`src/hdl/adp_xor_of_three_sums_macros.svh`:
```
// Assertion macros for the adp_xor_of_three_sums block.
`ifndef ADP_XOR_OF_THREE_SUMS_MACROS_SVH
`define ADP_XOR_OF_THREE_SUMS_MACROS_SVH
`ifndef SYNTH
`define ADP_ASSERT_SAME(lbl, clk, rstn, a, c) \
    lbl: assert property (@(posedge clk) disable iff (!rstn) (a) |-> (c)) \
        else $error("assertion failed");
`define ADP_ASSERT_NEXT(lbl, clk, rstn, a, c) \
    lbl: assert property (@(posedge clk) disable iff (!rstn) (a) |=> (c)) \
        else $error("assertion failed");
`else
`define ADP_ASSERT_SAME(lbl, clk, rstn, a, c)
`define ADP_ASSERT_NEXT(lbl, clk, rstn, a, c)
`endif
`endif

```
`src/hdl/adp_pkg.sv`:
```
// Shared constants, types and the per-bit transition function.
package adp_pkg;
    localparam int WORD_BITS = 32;
    localparam int NUM_STATES = 128;
    localparam int ST_W = 7;
    localparam int POS_W = 5;
    localparam int CNT_W = 33;
    localparam logic [ST_W-1:0] START_STATE = 7'd64;
    localparam logic [ST_W-1:0] LAST_STATE = 7'd127;
    localparam logic [POS_W-1:0] LAST_POS = POS_W'(WORD_BITS - 1);

    typedef enum logic [1:0] {
        ST_IDLE,
        ST_RUN,
        ST_SUM,
        ST_OUT
    } ctrl_state_t;

    typedef struct packed {
        logic             load;      // capture request, reset banks
        logic             rd;        // read phase of a transition
        logic             wr;        // write phase of a transition
        logic             swap;      // bit position done, swap banks
        logic             first;     // position zero: counts come from start vector
        logic             sum_rd;    // read phase of final sweep
        logic             sum_acc;   // accumulate phase of final sweep
        logic             out_load;  // move total to output register
        logic [POS_W-1:0] pos;
        logic [ST_W-1:0]  st;
        logic             xbit;
    } adp_cmd_t;

    typedef struct packed {
        logic out_busy;
    } adp_status_t;

    // One step: returns {dbit, next state}.
    function automatic logic [ST_W:0] adp_advance(input logic [ST_W-1:0] st,
                                                  input logic a, input logic k0,
                                                  input logic k1, input logic dl,
                                                  input logic da);
        logic x1, y1, z1, x2, y2, z2;
        logic n1, n2, n3, n4, n5, n6;
        logic [1:0] sb;
        x1 = a ^ k0 ^ st[0];
        n1 = (a & k0) | (a & st[0]) | (k0 & st[0]);
        y1 = a ^ k1 ^ st[1];
        n2 = (a & k1) | (a & st[1]) | (k1 & st[1]);
        z1 = a ^ dl ^ st[2];
        n3 = (a & dl) | (a & st[2]) | (dl & st[2]);
        x2 = x1 ^ da ^ st[3];
        n4 = (x1 & da) | (x1 & st[3]) | (da & st[3]);
        y2 = y1 ^ da ^ st[4];
        n5 = (y1 & da) | (y1 & st[4]) | (da & st[4]);
        z2 = z1 ^ da ^ st[5];
        n6 = (z1 & da) | (z1 & st[5]) | (da & st[5]);
        // signed sum plus one, taken mod 4
        sb = 2'({1'b0, x2 ^ y2 ^ z2}) + 2'({1'b0, st[6]}) + 2'd1
           - 2'({1'b0, x1 ^ y1 ^ z1});
        return {sb[0], sb[1], n6, n5, n4, n3, n2, n1};
    endfunction
endpackage

```
`src/hdl/adp_ctrl.sv`:
```
// Controller: walks positions, states and x bits, then the final sweep.
`include "adp_xor_of_three_sums_macros.svh"
module adp_ctrl
    import adp_pkg::*;
(
    input  logic        aclk,
    input  logic        aresetn,
    input  logic        s_tvalid,
    output logic        s_tready,
    input  adp_status_t status,
    output adp_cmd_t    cmd
);
    ctrl_state_t      state_reg, state_next;
    logic [POS_W-1:0] pos_reg, pos_next;
    logic [ST_W-1:0]  st_reg, st_next;
    logic             a_reg, a_next;
    logic             ph_reg, ph_next;

    always_ff @(posedge aclk) begin
        if (!aresetn) begin
            state_reg <= ST_IDLE;
            pos_reg   <= '0;
            st_reg    <= '0;
            a_reg     <= 1'b0;
            ph_reg    <= 1'b0;
        end else begin
            state_reg <= state_next;
            pos_reg   <= pos_next;
            st_reg    <= st_next;
            a_reg     <= a_next;
            ph_reg    <= ph_next;
        end
    end

    always_comb begin
        state_next = state_reg;
        pos_next   = pos_reg;
        st_next    = st_reg;
        a_next     = a_reg;
        ph_next    = ph_reg;
        s_tready   = 1'b0;
        cmd        = '0;
        cmd.pos    = pos_reg;
        cmd.st     = st_reg;
        cmd.xbit   = a_reg;
        cmd.first  = (pos_reg == '0);
        case (state_reg)
            ST_IDLE: begin
                s_tready = 1'b1;
                if (s_tvalid) begin
                    cmd.load   = 1'b1;
                    state_next = ST_RUN;
                    pos_next   = '0;
                    st_next    = '0;
                    a_next     = 1'b0;
                    ph_next    = 1'b0;
                end
            end
            ST_RUN: begin
                ph_next = ~ph_reg;
                if (!ph_reg) begin
                    cmd.rd = 1'b1;
                end else begin
                    cmd.wr = 1'b1;
                    a_next = ~a_reg;
                    if (a_reg) begin
                        st_next = st_reg + 1'b1;
                        if (st_reg == LAST_STATE) begin
                            cmd.swap = 1'b1;
                            pos_next = pos_reg + 1'b1;
                            if (pos_reg == LAST_POS) begin
                                pos_next   = '0;
                                state_next = ST_SUM;
                            end
                        end
                    end
                end
            end
            ST_SUM: begin
                cmd.first = 1'b0;
                ph_next   = ~ph_reg;
                if (!ph_reg) begin
                    cmd.sum_rd = 1'b1;
                end else begin
                    cmd.sum_acc = 1'b1;
                    st_next     = st_reg + 1'b1;
                    if (st_reg == LAST_STATE) begin
                        state_next = ST_OUT;
                    end
                end
            end
            ST_OUT: begin
                if (!status.out_busy) begin
                    cmd.out_load = 1'b1;
                    state_next   = ST_IDLE;
                end
            end
            default: begin
                state_next = ST_IDLE;
            end
        endcase
    end

    `ADP_ASSERT_SAME(a_rd_wr_excl, aclk, aresetn, cmd.rd, !cmd.wr && !cmd.sum_acc)
    `ADP_ASSERT_NEXT(a_sum_start, aclk, aresetn,
        state_reg == ST_RUN && state_next == ST_SUM, st_reg == '0 && !ph_reg)
    `ADP_ASSERT_SAME(a_load_idle, aclk, aresetn, cmd.load, state_reg == ST_IDLE)
endmodule

```
`config.mk`:
```
export PLATFORM = sky130hd
export DESIGN_NAME = adp_ctrl
export DESIGN_NICKNAME = d
export VERILOG_FILES = /design/src/hdl/adp_pkg.sv /design/src/hdl/adp_ctrl.sv
export VERILOG_INCLUDE_DIRS = /design/src /design/src/hdl
export SDC_FILE = /design/constraint.sdc
export NUM_CORES = 1
export LEC_CHECK = 0
export BUFFER_PORTS_ARGS = -buffer_cell sky130_fd_sc_hd__buf_2
export CAP_MARGIN = 10
export CORE_UTILIZATION = 40
export DETAILED_ROUTE_END_ITERATION = 16
export PLACE_DENSITY = 0.68
export SETUP_SLACK_MARGIN = 0.3
export SYNTH_ARGS = -nofsm -noshare
export SYNTH_HDL_FRONTEND = slang
export SYNTH_SLANG_ARGS = --single-unit
```
`constraint.sdc`:
```
create_clock -name aclk -period 3.85 [get_ports aclk]
set_input_delay 0.1925 -clock aclk [delete_from_list [all_inputs] [get_ports aclk]]
set_output_delay 0.1925 -clock aclk [all_outputs]
set_load 0.01 [all_outputs]
```
=== Word level (Yosys, flattened, before mapping) ===
Cells that the tools add are included.

* Register bits: 16
* Bits of input ports: 4
* Output and inout port bits: 22
* Word-level logic and storage cells: 69

* $add $sub $neg: 2
* Eq/ne operators: 13
* Muxes and demuxes: 36
* Bitwise operators: 2
* Reductions and logical operators: 11

{| class="wikitable"
|+ Operator list
! operator !! count
|-
| 2-to-1 mux 7 bit || 4
|-
| 2-to-1 mux 5 bit || 5
|-
| case mux 7 bit (3 select lines) || 1
|-
| 2-to-1 mux 2 bit || 9
|-
| != test 2 bit (second input constant) || 8
|-
| 2-to-1 mux 1 bit || 11
|-
| case mux 5 bit (2 select lines) || 1
|-
| AND reduction 5 bit || 2
|-
| case mux 2 bit (4 select lines) || 1
|-
| AND reduction 8 bit || 1
|-
| adder 7 x 1 -> 7 bit (second input constant) || 1
|-
| equality test 7 bit (second input constant) || 1
|-
| 2-to-1 mux 3 bit || 2
|-
| adder 5 x 1 -> 5 bit (second input constant) || 1
|-
| equality test 5 bit (second input constant) || 1
|-
| logical NOT 5 bit || 1
|-
| equality test 2 bit (second input constant) || 2
|-
| case mux 1 bit (2 select lines) || 2
|-
| nonzero test 2 bit || 2
|-
| AND reduction 3 bit || 1
|-
| nonzero test 3 bit || 1
|-
| equality test 2 x 1 -> 1 bit (second input constant) || 1
|-
| logical NOT 2 bit || 1
|-
| inverter 1 bit || 2
|-
| other kinds (2) || 2
|}

=== Depth between registers and ports, before layout ===
* Depth in word-level cells: 6
* Mapped depth: 7
* Gate-level depth less buffers: 7

=== Least setup slack after synthesis ===
Ideal clock, no wire load.

* Kind: reg-to-reg
* Start: register state_reg[0]
* End: register st_reg[4]
* Setup time: 0.068 ns
* Data arrival time: 2.026 ns
* Data required time: 3.782 ns
* Slack: 1.755 ns
* Cell stages (with the launch flop): 8
* Cell sequence: dfxtp_1 inv_1 ha_1 nor2b_1 or4_4 buf_6 or3_4 a21oi_2

* Longest elaborated chain between the ends: 3
* Elaborated cells between the ends (all ways): 10
* Those cells by class: 6 x eq/ne; 1 x mux; 3 x reduce/logical

{| class="wikitable"
|+ Ends and longest elaborated chain
! element !! RTL line !! text
|-
| start, declared || adp_ctrl.sv:13 || <nowiki>ctrl_state_t state_reg, state_next;</nowiki>
|-
| start signal, assigned || adp_ctrl.sv:27 || <nowiki>state_reg <= state_next;</nowiki>
|-
| equality test 2 x 1 -> 1 bit, or another cell as far along || adp_ctrl.sv:47 || <nowiki>case (state_reg)</nowiki>
|-
| != test 2 bit (no source line) / nonzero test 3 bit (equally long branches) || n/a ||
|-
| AND reduction 5 bit (no source line) || n/a ||
|-
| end signal, assigned || adp_ctrl.sv:29 || <nowiki>st_reg <= st_next;</nowiki>
|-
| end, declared || adp_ctrl.sv:15 || <nowiki>logic [ST_W-1:0] st_reg, st_next;</nowiki>
|}

Several ways; a longest one is shown, not always the timed one.
A chain may end at the register's enable or synchronous reset.

=== Worst setup path in the final report ===
* Start: register state_reg[1]
* End: register st_reg[0]

Same word-level chain as after synthesis.

==> out/qor.csv <==
metric,value,unit
status,"finished, final reports clean",
area fraction of the dominant cell type after synthesis,0.301,
total wire length,2260,um
WS Path Type,reg -> reg,
register area share after synthesis,0.301,
CTS tree,built,
most frequent cells after synthesis,"dfxtp_1 (16), o21ai_0 (11), a21oi_1 (10), ha_1 (10)",
CTS sink cnt,16,
unrepaired setup endpoints after global routing,no,
Max Cap Viol,0,
drt pass-1 iters,4,
GR Layer Usage met1,0.252,
Area Growth Syn to Fin,15.2,%
via count,956,
DIE WIDTH,53.6,um
CP Max Fanout,16,
DRC Markers,0,
M2 GR Usage,0.242,
Syn Nets,140,
Setup crit start kind,flop,
register bit count reported by yosys,16,
DR WL/cell,12.5,um
max-slew violation count,0,
first-pass GRT wire length,3510,um
Synth async-reset ratio,0,
clk_lat worst skew,0.29,ns
Post-synth EDFFs,0,
# hold bufs at CTS,0,
leading area contributor after synthesis,dfxtp_1,
slack of the critical path,1.54,ns
Syn Inst Count,126,
CTS root buf,clkbuf_4,
critical path endpoint category,flop,
I/O pin count,26,
Least-Margin Pin Slew,0.630,ns
Final Hold Fails,0,
Die Height,53.6,um
Synth warnings,0,
number of global-route vias before repair,749,
initial core utilization,0.426,
port bufs,25,
num rows,18,
Largest register FFs,7,
All-Layer GR Usage,0.170,
WP data arrival,2.47,ns
dpl ws,1.57,ns
Synth cell types,40,
Synth area leaders,"dfxtp_1 (30%), ha_1 (12%), o21ai_0 (5.2%)",
busiest grt layer,met1,
period utilisation layout,0.599,
Post-CTS Repair Setup Buffers,0,
die area,2870,um2
VDD IR max,346,uV
CP max stage cell,or4_4,
Post-Syn Area per Cell,8.45,um2
Placeable Area,2500,um2
"Top FF cell, synth",dfxtp_1,
"count leader, synth",dfxtp_1,
Clock Path Buffers,2,
Layout Nets,165,
final setup fails,0,
"Cell Area, Synth",1060,um2
diode count,0,
max frequency,433,MHz
Antenna Nets Post-Route,0,
Min-Delay Path Class,in -> reg,
met3 usage,0.0254,
pin count of the biggest net entering global routing,17,
initial antenna violation count,0,
Resize count post-CTS,0,
clock slew at reported path FFs,0.11,ns
Cell Pwr Density,505,nW/um2
static leakage,0.541,nW
CP Data Required Time,4.02,ns
DP HPWL,1680,um
CTS H-Tree Depth,1,
GRT overflow,0,
via/cell ratio,5.31,
slew margin rel.,0.577,
fraction of layout cells with a size suffix above 1,0.260,
placer congestion estimate,0.870,
clk_skew,0.00931,ns
post-route setup TNS,0,ns
"slowest stage delay, CP",0.51,ns
CP cell instances,"inv_1, ha_1, a21boi_2, or4_4, o21ai_1, nor2_1",
total CTS buffers,3,
drt initial violations,27,
Period minus WS final,2.31,ns
[critical path: cells and delay by family, from the launching register on]
family / cells / cell delay (ns)
AND/OR/NAND/NOR: 2 / 0.61
adder cells (fa/ha/maj): 1 / 0.35
buffers and inverters: 1 / 0.10
flip-flops: 1 / 0.41
AO/OA/AOI/OAI: 2 / 0.72
[cells in the final DEF, fill, tap and decap left out, types with 2 or more instances in the layout]
cell,synthesis,layout
and2b_2,2,2
nor2b_1,3,3
and2_1,2,2
buf_2,0,25
nand2_1,8,8
a21boi_0,3,3
nor2_1,5,5
mux2i_1,4,4
and2_2,2,2
nand4_1,6,6
nand2b_1,2,2
a211oi_1,2,2
a21oi_1,10,10
ha_1,10,10
nand3_1,2,2
dfxtp_1,16,16
inv_1,8,8
or3_1,5,5
clkbuf_4,0,3
and3_1,2,2
o21ai_0,11,11
[stage by stage]
step,instance area [um2],power [mW],utilization,instances,hold WS [ns]
after floorplan,1060,0.453,-,126,0.431
after detailed placement,1190,0.501,0.476,176,0.490
final,1230,0.619,0.490,180,0.229
after global placement,1190,0.495,0.476,176,0.489
after CTS,1230,0.617,0.490,180,0.221
after global routing,1230,0.664,0.490,180,0.232
[cell families after synthesis]
family	count (synthesis)	share of synthesized area
simple gates	48	0.276
compound gates	34	0.196
flops	16	0.301
buf+inv	13	0.0635
fa+ha+maj	10	0.118
mux	4	0.0376
xor+xnor	1	0.00823
[metal layers]
| layer | vias up | share of wire |
|---|---|---|
| li1 | 500 | - |
| met1 | 435 | 0.52 |
| met3 | 4 | 0.037 |
| met5 | - | 0 |
| met4 | 0 | 0.013 |
| met2 | 17 | 0.43 |
[cell type report]
| class | instances | area (um2) |
|---|---|---|
| inverter | 8 | 30.0 |
| clock buffer | 4 | 36.3 |
| tap | 30 | 37.5 |
| multi-input combinational | 97 | 677 |
| timing repair buffer | 25 | 125 |
| fill | 244 | 1270 |
| sequential | 16 | 320 |
[final timing paths]
check	endpoint	slack, ns	cells after the start	start
worst max-delay path	st_reg[0]$_SDFFE_PN0P_	1.54	6	state_reg[1]$_SDFFE_PN0P_
worst min-delay path	pos_reg[0]$_SDFFE_PN0P_	0.23	2	aresetn
worst min register to register	st_reg[5]$_SDFFE_PN0P_	0.50	2	st_reg[5]$_SDFFE_PN0P_
worst max register to register	st_reg[0]$_SDFFE_PN0P_	1.54	6	state_reg[1]$_SDFFE_PN0P_
[power breakdown]
group	internal (mW)	total, mW	switching [mW]
sequential	0.184	0.215	0.0312
clock	0.0576	0.116	0.0581
combinational	0.118	0.288	0.170
total	0.360	0.619	0.259
Note: power is estimated with default switching activity, not from simulation.
